===== src/pdr_change_event_decoder_unit_assert.svh =====
// Assertion macros shared by the decoder modules.
`ifndef PDR_CHANGE_EVENT_DECODER_UNIT_ASSERT_SVH
`define PDR_CHANGE_EVENT_DECODER_UNIT_ASSERT_SVH

`ifndef SYNTH
`define PDR_ASSERT(lbl, clk, rst_n, prop, msg) \
    lbl: assert property (@(posedge clk) disable iff (!rst_n) prop) else $error(msg);
`define PDR_ASSERT_NEVER(lbl, clk, rst_n, expr, msg) \
    lbl: assert property (@(posedge clk) disable iff (!rst_n) !(expr)) else $error(msg);
`else
`define PDR_ASSERT(lbl, clk, rst_n, prop, msg)
`define PDR_ASSERT_NEVER(lbl, clk, rst_n, expr, msg)
`endif

`endif


===== src/pdr_ced_pkg.sv =====
`default_nettype none

package pdr_ced_pkg;

    localparam int unsigned QUEUE_DEPTH = 4;
    localparam int unsigned CFG_IDX_W   = 8;
    localparam int unsigned OUT_DATA_W  = 72;

    localparam logic [CFG_IDX_W-1:0] CFG_MAX_RECORDS = 8'd0;
    localparam logic [CFG_IDX_W-1:0] CFG_MAX_ENTRIES = 8'd1;

    localparam logic [7:0] MAX_RECORDS_RST = 8'd8;
    localparam logic [7:0] MAX_ENTRIES_RST = 8'd64;

    localparam logic [7:0] FMT_REFRESH_ENTIRE = 8'd0;
    localparam logic [7:0] FMT_TYPES          = 8'd1;
    localparam logic [7:0] FMT_HANDLES        = 8'd2;
    localparam logic [7:0] OP_REFRESH_ALL     = 8'd0;
    localparam logic [7:0] OP_HIGHEST         = 8'd3;

    localparam logic KIND_ENTRY  = 1'b0;
    localparam logic KIND_STATUS = 1'b1;

    typedef struct packed {
        logic        ent_vld;
        logic [7:0]  rec_idx;
        logic [7:0]  op;
        logic [31:0] value;
        logic        sts_vld;
        logic [7:0]  fmt;
        logic [7:0]  cnt;
        logic        sts;
    } t_q_item;

endpackage

`default_nettype wire


===== src/pdr_ced_fifo.sv =====
`default_nettype none

`include "pdr_change_event_decoder_unit_assert.svh"

module pdr_ced_fifo #(
    parameter int unsigned DEPTH = pdr_ced_pkg::QUEUE_DEPTH
) (
    input  wire logic                 i_clk,
    input  wire logic                 i_rst_n,
    input  wire logic                 i_push,
    input  wire pdr_ced_pkg::t_q_item i_item,
    input  wire logic                 i_pop,
    output logic                      o_full,
    output logic                      o_head_vld,
    output pdr_ced_pkg::t_q_item      o_head
);

    localparam int unsigned AW = (DEPTH > 1) ? $clog2(DEPTH) : 1;
    localparam int unsigned CW = $clog2(DEPTH + 1);

    pdr_ced_pkg::t_q_item r_mem [DEPTH];
    logic [AW-1:0] r_wr, n_wr;
    logic [AW-1:0] r_rd, n_rd;
    logic [CW-1:0] r_count, n_count;

    assign o_full     = (r_count == CW'(DEPTH));
    assign o_head_vld = (r_count != '0);
    assign o_head     = r_mem[r_rd];

    always_comb begin
        n_wr    = r_wr;
        n_rd    = r_rd;
        n_count = r_count;
        if (i_push) begin
            n_wr = (r_wr == AW'(DEPTH - 1)) ? '0 : r_wr + 1'b1;
        end
        if (i_pop) begin
            n_rd = (r_rd == AW'(DEPTH - 1)) ? '0 : r_rd + 1'b1;
        end
        if (i_push && !i_pop) begin
            n_count = r_count + 1'b1;
        end else if (!i_push && i_pop) begin
            n_count = r_count - 1'b1;
        end
    end

    always_ff @(posedge i_clk) begin
        if (!i_rst_n) begin
            r_wr    <= '0;
            r_rd    <= '0;
            r_count <= '0;
        end else begin
            r_wr    <= n_wr;
            r_rd    <= n_rd;
            r_count <= n_count;
        end
    end

    always_ff @(posedge i_clk) begin
        if (i_push) begin
            r_mem[r_wr] <= i_item;
        end
    end

    `PDR_ASSERT_NEVER(a_push_full, i_clk, i_rst_n, i_push && o_full, "push into a full queue")
    `PDR_ASSERT_NEVER(a_pop_empty, i_clk, i_rst_n, i_pop && !o_head_vld, "pop from an empty queue")

endmodule

`default_nettype wire


===== src/pdr_ced_front.sv =====
`default_nettype none

`include "pdr_change_event_decoder_unit_assert.svh"

module pdr_ced_front (
    input  wire logic                                i_clk,
    input  wire logic                                i_rst_n,
    input  wire logic                                i_cfg_valid,
    input  wire logic [pdr_ced_pkg::CFG_IDX_W-1:0]   i_cfg_index,
    input  wire logic [7:0]                          i_cfg_data,
    input  wire logic                                i_in_vld,
    input  wire logic [7:0]                          i_data_byte,
    input  wire logic                                i_last_byte,
    input  wire logic                                i_q_full,
    output logic                                     o_in_rdy,
    output logic                                     o_push,
    output pdr_ced_pkg::t_q_item                     o_item
);

    localparam logic [2:0] PH_FORMAT  = 3'd0;
    localparam logic [2:0] PH_COUNT   = 3'd1;
    localparam logic [2:0] PH_OP      = 3'd2;
    localparam logic [2:0] PH_ENTRIES = 3'd3;
    localparam logic [2:0] PH_BYTES   = 3'd4;
    localparam logic [2:0] PH_DONE    = 3'd5;

    logic [7:0]  r_max_records;
    logic [7:0]  r_max_entries;
    logic [2:0]  r_phase, n_phase;
    logic [7:0]  r_fmt, n_fmt;
    logic [7:0]  r_cnt, n_cnt;
    logic [7:0]  r_rec_done, n_rec_done;
    logic [7:0]  r_cur_op, n_cur_op;
    logic [7:0]  r_prev_op, n_prev_op;
    logic [7:0]  r_ent_left, n_ent_left;
    logic [1:0]  r_pos, n_pos;
    logic [23:0] r_part, n_part;
    logic        r_err, n_err;
    logic        w_ent;
    logic        w_accept;
    logic [7:0]  w_b;

    assign w_b      = i_data_byte;
    assign o_in_rdy = !i_q_full;
    assign w_accept = i_in_vld && o_in_rdy;
    assign o_push   = w_accept && (w_ent || i_last_byte);

    always_comb begin
        n_phase    = r_phase;
        n_fmt      = r_fmt;
        n_cnt      = r_cnt;
        n_rec_done = r_rec_done;
        n_cur_op   = r_cur_op;
        n_prev_op  = r_prev_op;
        n_ent_left = r_ent_left;
        n_pos      = r_pos;
        n_part     = r_part;
        n_err      = r_err;
        w_ent      = 1'b0;

        case (r_phase)
            PH_FORMAT: begin
                n_fmt   = w_b;
                n_phase = PH_COUNT;
            end
            PH_COUNT: begin
                n_cnt = w_b;
                if (r_fmt == pdr_ced_pkg::FMT_REFRESH_ENTIRE) begin
                    n_err   = r_err || (w_b != 8'd0);
                    n_phase = PH_DONE;
                end else if (r_fmt != pdr_ced_pkg::FMT_TYPES &&
                             r_fmt != pdr_ced_pkg::FMT_HANDLES) begin
                    n_err   = 1'b1;
                    n_phase = PH_DONE;
                end else if (w_b > r_max_records) begin
                    n_err   = 1'b1;
                    n_phase = PH_DONE;
                end else begin
                    n_phase = (w_b == 8'd0) ? PH_DONE : PH_OP;
                end
            end
            PH_OP: begin
                n_cur_op = w_b;
                if (w_b > pdr_ced_pkg::OP_HIGHEST ||
                    (r_fmt == pdr_ced_pkg::FMT_HANDLES && w_b == pdr_ced_pkg::OP_REFRESH_ALL) ||
                    (r_rec_done != 8'd0 && w_b < r_prev_op)) begin
                    n_err   = 1'b1;
                    n_phase = PH_DONE;
                end else begin
                    n_phase = PH_ENTRIES;
                end
            end
            PH_ENTRIES: begin
                if (w_b > r_max_entries) begin
                    n_err   = 1'b1;
                    n_phase = PH_DONE;
                end else begin
                    n_prev_op  = r_cur_op;
                    n_ent_left = w_b;
                    n_pos      = 2'd0;
                    n_part     = 24'd0;
                    if (w_b == 8'd0) begin
                        n_rec_done = r_rec_done + 8'd1;
                        n_phase    = (n_rec_done == r_cnt) ? PH_DONE : PH_OP;
                    end else begin
                        n_phase = PH_BYTES;
                    end
                end
            end
            PH_BYTES: begin
                case (r_pos)
                    2'd0: begin
                        n_part[7:0] = w_b;
                        n_pos       = 2'd1;
                    end
                    2'd1: begin
                        n_part[15:8] = w_b;
                        n_pos        = 2'd2;
                    end
                    2'd2: begin
                        n_part[23:16] = w_b;
                        n_pos         = 2'd3;
                    end
                    default: begin
                        w_ent      = 1'b1;
                        n_pos      = 2'd0;
                        n_part     = 24'd0;
                        n_ent_left = r_ent_left - 8'd1;
                        if (n_ent_left == 8'd0) begin
                            n_rec_done = r_rec_done + 8'd1;
                            n_phase    = (n_rec_done == r_cnt) ? PH_DONE : PH_OP;
                        end
                    end
                endcase
            end
            default: begin
            end
        endcase

        o_item.ent_vld = w_ent;
        o_item.rec_idx = r_rec_done;
        o_item.op      = r_cur_op;
        o_item.value   = {w_b, r_part};
        o_item.sts_vld = i_last_byte;
        o_item.fmt     = n_fmt;
        o_item.cnt     = n_cnt;
        o_item.sts     = n_err || (n_phase != PH_DONE);

        if (i_last_byte) begin
            n_phase    = PH_FORMAT;
            n_fmt      = 8'd0;
            n_cnt      = 8'd0;
            n_rec_done = 8'd0;
            n_cur_op   = 8'd0;
            n_prev_op  = 8'd0;
            n_ent_left = 8'd0;
            n_pos      = 2'd0;
            n_part     = 24'd0;
            n_err      = 1'b0;
        end
    end

    always_ff @(posedge i_clk) begin
        if (!i_rst_n) begin
            r_max_records <= pdr_ced_pkg::MAX_RECORDS_RST;
            r_max_entries <= pdr_ced_pkg::MAX_ENTRIES_RST;
        end else if (i_cfg_valid) begin
            if (i_cfg_index == pdr_ced_pkg::CFG_MAX_RECORDS) begin
                r_max_records <= i_cfg_data;
            end else if (i_cfg_index == pdr_ced_pkg::CFG_MAX_ENTRIES) begin
                r_max_entries <= i_cfg_data;
            end
        end
    end

    always_ff @(posedge i_clk) begin
        if (!i_rst_n) begin
            r_phase    <= PH_FORMAT;
            r_fmt      <= 8'd0;
            r_cnt      <= 8'd0;
            r_rec_done <= 8'd0;
            r_cur_op   <= 8'd0;
            r_prev_op  <= 8'd0;
            r_ent_left <= 8'd0;
            r_pos      <= 2'd0;
            r_part     <= 24'd0;
            r_err      <= 1'b0;
        end else if (w_accept) begin
            r_phase    <= n_phase;
            r_fmt      <= n_fmt;
            r_cnt      <= n_cnt;
            r_rec_done <= n_rec_done;
            r_cur_op   <= n_cur_op;
            r_prev_op  <= n_prev_op;
            r_ent_left <= n_ent_left;
            r_pos      <= n_pos;
            r_part     <= n_part;
            r_err      <= n_err;
        end
    end

    `PDR_ASSERT(a_last_restarts, i_clk, i_rst_n, w_accept && i_last_byte |=> r_phase == PH_FORMAT && !r_err, "last beat did not restart the parser")
    `PDR_ASSERT(a_error_done, i_clk, i_rst_n, r_err |-> r_phase == PH_DONE, "error seen outside the done phase")

endmodule

`default_nettype wire


===== src/pdr_ced_back.sv =====
`default_nettype none

`include "pdr_change_event_decoder_unit_assert.svh"

module pdr_ced_back (
    input  wire logic                                 i_clk,
    input  wire logic                                 i_rst_n,
    input  wire logic                                 i_head_vld,
    input  wire pdr_ced_pkg::t_q_item                 i_head,
    output logic                                      o_pop,
    input  wire logic                                 i_tready,
    output logic                                      o_tvalid,
    output logic                                      o_tuser,
    output logic                                      o_tlast,
    output logic [pdr_ced_pkg::OUT_DATA_W-1:0]        o_tdata
);

    logic                                r_vld, n_vld;
    logic                                r_ent_done, n_ent_done;
    logic                                r_kind, n_kind;
    logic [pdr_ced_pkg::OUT_DATA_W-1:0]  r_data, n_data;
    logic                                w_load;
    logic                                w_emit_ent;

    assign w_load     = i_head_vld && (!r_vld || i_tready);
    assign w_emit_ent = i_head.ent_vld && !r_ent_done;
    assign o_pop      = w_load && !(w_emit_ent && i_head.sts_vld);

    always_comb begin
        n_vld      = r_vld && !i_tready;
        n_ent_done = r_ent_done;
        n_kind     = r_kind;
        n_data     = r_data;
        if (w_load) begin
            n_vld      = 1'b1;
            n_ent_done = w_emit_ent && i_head.sts_vld;
            if (w_emit_ent) begin
                n_kind = pdr_ced_pkg::KIND_ENTRY;
                n_data = {7'd0, 1'b0, 8'd0, 8'd0, i_head.value, i_head.op, i_head.rec_idx};
            end else begin
                n_kind = pdr_ced_pkg::KIND_STATUS;
                n_data = {7'd0, i_head.sts, i_head.cnt, i_head.fmt, 32'd0, 8'd0, 8'd0};
            end
        end
    end

    always_ff @(posedge i_clk) begin
        if (!i_rst_n) begin
            r_vld      <= 1'b0;
            r_ent_done <= 1'b0;
        end else begin
            r_vld      <= n_vld;
            r_ent_done <= n_ent_done;
        end
    end

    always_ff @(posedge i_clk) begin
        r_kind <= n_kind;
        r_data <= n_data;
    end

    assign o_tvalid = r_vld;
    assign o_tuser  = r_kind;
    assign o_tlast  = (r_kind == pdr_ced_pkg::KIND_STATUS);
    assign o_tdata  = r_data;

    `PDR_ASSERT(a_split_head, i_clk, i_rst_n, r_ent_done |-> i_head_vld && i_head.sts_vld, "split item lost its status half")

endmodule

`default_nettype wire


===== src/pdr_change_event_decoder_unit.sv =====
`default_nettype none

// Channel   Direction  Payload (lowest bit first)
// s_axis    in         tdata: data_byte[7:0]; tlast: last_byte
// m_axis    out        tdata: record_index, operation, entry_value, event_format,
//                      record_count, status, zero pad; tuser: result_kind;
//                      tlast: last_result
// cfg       in         index 0 max_records, 1 max_entries; data 8 bits
//
// One input beat is taken per cycle while the result queue has room.
// A beat that completes an entry on the last byte yields two results, sent
// one after the other from the same queue slot.
// A result passes through the result queue and then the output register before it is offered.
// Reset is synchronous and active low; the configuration port never stalls.

module pdr_change_event_decoder_unit #(
    parameter int unsigned QUEUE_DEPTH = pdr_ced_pkg::QUEUE_DEPTH
) (
    input  wire logic                                i_clk,
    input  wire logic                                i_rst_n,
    input  wire logic                                s_axis_tvalid,
    output logic                                     s_axis_tready,
    input  wire logic [7:0]                          s_axis_tdata,  // data_byte
    input  wire logic                                s_axis_tlast,
    output logic                                     m_axis_tvalid,
    input  wire logic                                m_axis_tready,
    // record_index, operation, entry_value, event_format, record_count, status
    output logic [pdr_ced_pkg::OUT_DATA_W-1:0]       m_axis_tdata,
    output logic                                     m_axis_tuser,  // result_kind
    output logic                                     m_axis_tlast,
    input  wire logic                                i_cfg_valid,
    output logic                                     o_cfg_ready,
    input  wire logic [pdr_ced_pkg::CFG_IDX_W-1:0]   i_cfg_index,
    input  wire logic [7:0]                          i_cfg_data
);

    logic                 w_push;
    logic                 w_pop;
    logic                 w_full;
    logic                 w_head_vld;
    pdr_ced_pkg::t_q_item w_item;
    pdr_ced_pkg::t_q_item w_head;

    assign o_cfg_ready = 1'b1;

    pdr_ced_front u_front (
        .i_clk       (i_clk),
        .i_rst_n     (i_rst_n),
        .i_cfg_valid (i_cfg_valid),
        .i_cfg_index (i_cfg_index),
        .i_cfg_data  (i_cfg_data),
        .i_in_vld    (s_axis_tvalid),
        .i_data_byte (s_axis_tdata),
        .i_last_byte (s_axis_tlast),
        .i_q_full    (w_full),
        .o_in_rdy    (s_axis_tready),
        .o_push      (w_push),
        .o_item      (w_item)
    );

    pdr_ced_fifo #(
        .DEPTH (QUEUE_DEPTH)
    ) u_fifo (
        .i_clk      (i_clk),
        .i_rst_n    (i_rst_n),
        .i_push     (w_push),
        .i_item     (w_item),
        .i_pop      (w_pop),
        .o_full     (w_full),
        .o_head_vld (w_head_vld),
        .o_head     (w_head)
    );

    pdr_ced_back u_back (
        .i_clk      (i_clk),
        .i_rst_n    (i_rst_n),
        .i_head_vld (w_head_vld),
        .i_head     (w_head),
        .o_pop      (w_pop),
        .i_tready   (m_axis_tready),
        .o_tvalid   (m_axis_tvalid),
        .o_tuser    (m_axis_tuser),
        .o_tlast    (m_axis_tlast),
        .o_tdata    (m_axis_tdata)
    );

endmodule

`default_nettype wire

===== config.mk =====
export PLATFORM = sky130hd
export DESIGN_NAME = pdr_change_event_decoder_unit
export DESIGN_NICKNAME = d
export VERILOG_FILES = /design/src/pdr_ced_pkg.sv /design/src/pdr_ced_fifo.sv /design/src/pdr_ced_front.sv /design/src/pdr_ced_back.sv /design/src/pdr_change_event_decoder_unit.sv
export VERILOG_INCLUDE_DIRS = /design/src /design/src/src
export SDC_FILE = /design/constraint.sdc
export NUM_CORES = 1
export LEC_CHECK = 0
export BUFFER_PORTS_ARGS = -buffer_cell sky130_fd_sc_hd__buf_2
export CAP_MARGIN = 40
export CORE_MARGIN = 2
export CORE_UTILIZATION = 35
export DETAILED_ROUTE_END_ITERATION = 7
export GPL_ROUTABILITY_DRIVEN = 0
export PLACE_DENSITY = 0.52
export SLEW_MARGIN = 5
export SYNTH_ARGS = -nofsm -noshare
export SYNTH_HDL_FRONTEND = slang
export SYNTH_SLANG_ARGS = --single-unit

===== constraint.sdc =====
create_clock -name i_clk -period 7.1 [get_ports i_clk]
set_input_delay 0.355 -clock i_clk [delete_from_list [all_inputs] [get_ports i_clk]]
set_output_delay 0.355 -clock i_clk [all_outputs]
set_load 0.02 [all_outputs]

==> flow_metrics.env <==
export IMPL_status="finished, final reports clean"
export IMPL_chipWidth_um=232
export IMPL_worstSkewPairLatency_ns=0.57
export IMPL_fp_row_count=83
export IMPL_rsz0062_at_grt="false"
export IMPL_die_y_um=232
export IMPL_timing_final_setup_violations=0
export IMPL_final_nets=1364
export IMPL_detail_route_antenna_nets=0
export IMPL_synth_seq_cells=439
export IMPL_detailedRoute_firstIterationViolations=627
export IMPL_max_cap_violations=0
export IMPL_tritoncts="built"
export IMPL_detail_route_vias_per_cell=4.98
export IMPL_worst_r2r_path_depth=10
export IMPL_cp_data_arrival_time_ns=4.22
export IMPL_period_share_pct=52.6
export IMPL_final_util_pct=40.9
export IMPL_hold_path_class="input port to flop"
export IMPL_first_global_vias=10207
export IMPL_whs_path_depth=3
export IMPL_grt_start_max_net_pins=67
export IMPL_achievable_frequency_mhz=268
export IMPL_drt_drc_violations_left=0
export IMPL_worst_path_max_fanout=48
export IMPL_path_clk_slew_ns=0.06
export IMPL_avgSynthCellArea_um2=15.2
export IMPL_power_static_leakage_nw=7.02
export IMPL_initial_antenna_violation_count=0
export IMPL_ys_seq_area_share_pct=66.9
export IMPL_switching_share_of_power_pct=28.9
export IMPL_root_buffer="clkbuf_16"
export IMPL_period_needed_ns=3.74
export IMPL_drtPass1Iterations=4
export IMPL_finalClockSkew_ns=0.0255
export IMPL_setup_total_negative_slack_ns=0
export IMPL_power_combinational_fraction_pct=22.5
export IMPL_dp_final_hpwl_um=24300
export IMPL_floorplan_core_area_mm2=0.0513
export IMPL_design_die_area_mm2=0.0536
export IMPL_start_util_pct=35.3
export IMPL_rrSetupSlack_ns=3.36
export IMPL_ios=107
export IMPL_area_growth_syn_to_layout_pct=15.7
export IMPL_syn_inst=1191
export IMPL_category_of_the_worst_setup_path_launch_point="flop"
export IMPL_cts_max_level=2
export IMPL_hold_path_endpoint="u_front.r_max_entries[1]$_SDFFE_PN0P_"
export IMPL_place_port_buffers=98
export IMPL_number_of_failing_hold_endpoints_at_the_final_stage=0
export IMPL_tritoncts_num_buffers=47
export IMPL_slew_viol_final=0
export IMPL_clockBufferDepth=3
export IMPL_clock_power_share_pct=32.8
export IMPL_most_used_flip_flop_cell_after_synthesis="edfxtp_1"
export IMPL_asyncSetResetFlopFracSynth_pct=0
export IMPL_worst_hold_startpoint="i_cfg_data[1]"
export IMPL_irDropWorstVdd_v=0.000177
export IMPL_wire_length_of_the_first_global_routing_pass_um=62100
export IMPL_detailroute_via_count=10036
export IMPL_routed_wire_length_per_instance_um=20.0
export IMPL_global_route_usage_total_pct=15.3
export IMPL_cp_end_kind="flop"
export IMPL_timing_setup_critical_path_class="flop to flop"
export IMPL_synth_lib_cells_used_distinct=75
export IMPL_detail_route_wirelength_um=40300
export IMPL_cts_sinks=439
export IMPL_normalized_max_slew_margin_pct=45.6
export IMPL_post_cts_buffers=0
export IMPL_yosysWarningCount=0
export IMPL_total_switching_power_mw=2.15
export IMPL_synthesis_area_mm2=0.0181
export IMPL_grt_ovfl_total=0
export IMPL_worst_slew_pin_transition_ns=0.815
export IMPL_power_density_mw_per_mm2=355
export IMPL_required_time_of_the_critical_path_ns=7.58
export IMPL_pint_mw=5.29
export IMPL_drive_gt1_share_pct=22.2
export IMPL_synth_edf_count=334
export IMPL_seq_power_share_pct=44.6
export IMPL_rr_endpoint="u_fifo.r_count[2]$_SDFFE_PN0P_"
[cells in the final DEF, fill, tap and decap left out, drive strengths merged, types with 4 or more instances in the layout]
cell	instances
o21a	13
nand4	21
conb	8
nand2	35
a21boi	29
o22ai	5
nor2	35
nor3b	9
or3	11
a21oi	30
edfxtp	334
o211ai	4
inv	44
nor2b	95
o2111ai	4
xnor2	8
bufinv	6
mux2i	21
and3	12
nor3	8
clkinv	19
and2	25
a21o	4
mux2	16
nor4	9
xor2	4
buf	122
a211oi	4
nand3	15
clkbuf	58
ha	37
mux4	67
nand2b	24
a22oi	18
a32o	4
dfxtp	105
o21ai	26
[worst max-delay path, cell delays in order (launching register included)]
cell and delay (ns):
dfxtp_2 0.69, buf_4 0.74, mux4_2 0.36, nand2b_2 0.06, o21ai_1 0.37, ha_1 0.27
inv_1 0.07, fa_1 0.43, xor2_1 0.18, or3_1 0.30, a21boi_0 0.16
[cell type report]
type / instances / area, um^2
well taps: 680 / 851
fillers: 4737 / 30300
inverters: 42 / 158
multi-input cells: 643 / 5560
clock inverters: 28 / 304
repair buffers: 123 / 721
diodes: 1 / 2.50
clock buffers: 58 / 1240
flip-flops and latches: 439 / 12100
[per-layer routing]
layer	vias up	global-route usage [%]	part of all wire, %
li1	4735	-	-
met1	5013	21.2	47
met2	231	24.1	46
met3	57	3.11	5.2
met4	0	4.65	2.2
met5	-	0	0
[flip-flops by register name, summed over array words and instances, names as in the netlist, named ones only]
name,flops
u_back.o_tdata,65
u_back.o_tlast,1
u_back.o_tvalid,1
u_back.r_ent_done,1
u_fifo.r_count,3
u_fifo.r_mem,268
u_fifo.r_rd,2
u_fifo.r_wr,2
u_front.r_cnt,8
u_front.r_cur_op,8
u_front.r_ent_left,8
u_front.r_err,1
u_front.r_fmt,8
u_front.r_max_entries,8
u_front.r_max_records,8
u_front.r_part,24
u_front.r_phase,3
u_front.r_pos,2
u_front.r_prev_op,8
u_front.r_rec_done,8
[through the flow]
| step | std cells | setup WS (ns) | hold slack [ns] | area (um^2) | total power, mW |
|---|---|---|---|---|---|
| floorplan | 1197 | 1.37 | 0.445 | 18200 | 4.53 |
| global placement | 1917 | 3.39 | 0.462 | 19300 | 5.07 |
| detailed placement | 1926 | 3.30 | 0.470 | 19400 | 5.10 |
| CTS | 2013 | 3.27 | 0.0283 | 21000 | 7.57 |
| global route | 2013 | 3.06 | 0.0432 | 21000 | 7.80 |
| finish | 2014 | 3.36 | 0.0545 | 21000 | 7.44 |
[power groups by stage]
stage / Sequential (mW) / Combinational, mW / Clock (mW)
2_1_floorplan: 3.62 / 0.912 / 0
3_3_place_gp: 3.38 / 1.69 / 0
3_5_place_dp: 3.38 / 1.72 / 0
4_1_cts: 3.33 / 1.72 / 2.51
5_1_grt: 3.36 / 1.83 / 2.61
6_report: 3.32 / 1.68 / 2.44
[worst max-delay path by stage]
| stage | start | to | slack [ns] | cells past startpoint |
|---|---|---|---|---|
| 5_1_grt | flop | u_fifo.r_count[2]$_SDFFE_PN0P_ | 3.06 | 10 |
| 3_5_place_dp | flop | u_fifo.r_count[2]$_SDFFE_PN0P_ | 3.30 | 10 |
| 2_1_floorplan | u_fifo.r_count[0]$_SDFFE_PN0P_ | u_fifo.r_count[2]$_SDFFE_PN0P_ | 1.37 | 9 |
| 4_1_cts | flop | u_fifo.r_count[2]$_SDFFE_PN0P_ | 3.27 | 10 |
| 3_3_place_gp | flop | u_fifo.r_count[2]$_SDFFE_PN0P_ | 3.39 | 10 |
| 6_report | flop | u_fifo.r_count[2]$_SDFFE_PN0P_ | 3.36 | 10 |
[repair_timing]
item | in CTS | in global routing
endpoints found under the hold margin | 1 | 0
hold buffers | 1 | 0
gates resized for setup | 0 | 0
[kinds of logic (layout without fill, tap and decap cells)]
kind of cell	Yosys count	in the layout	synth area share, %
flip-flops	439	439	66.9
multiplexers	104	104	10.5
buffers and inverters	115	251	2.67
AO/OA/AOI/OAI	169	169	6.63
adder cells (fa/ha/maj)	38	38	2.66
AND/OR/NAND/NOR	312	312	10.0
other	2	9	0.0414
XOR/XNOR	12	12	0.580
[cells in the mapped netlist, types with 7 or more instances]
cell        n  area (um^2)
dfxtp_1   105         2100
buf_4       9         67.6
inv_1      42          158
nor4_1      8         50.1
o21ai_1     9         45.0
nand4_1    21          131
buf_2      15         75.1
a21oi_1    29          145
clkbuf_1   43          161
nor3_1      7         35.0
or3_1      11         68.8
nand2_1    34          128
and2_1     24          150
and3_1     12         75.1
nor3b_1     8         60.1
edfxtp_1  334        10000
o21ai_0    16         80.1
mux2i_1    21          210
mux2_2     16          180
a22oi_1    18          135
nor2b_1    95          594
nand2b_1   24          150
nand3_1    15         75.1
a21boi_0   23          173
ha_1       37          463
o21a_1     13         97.6
nor2_1     35          131
xnor2_1     8         70.1
mux4_2     67         1510
No activity file was read; power rests on OpenSTA's default activity.
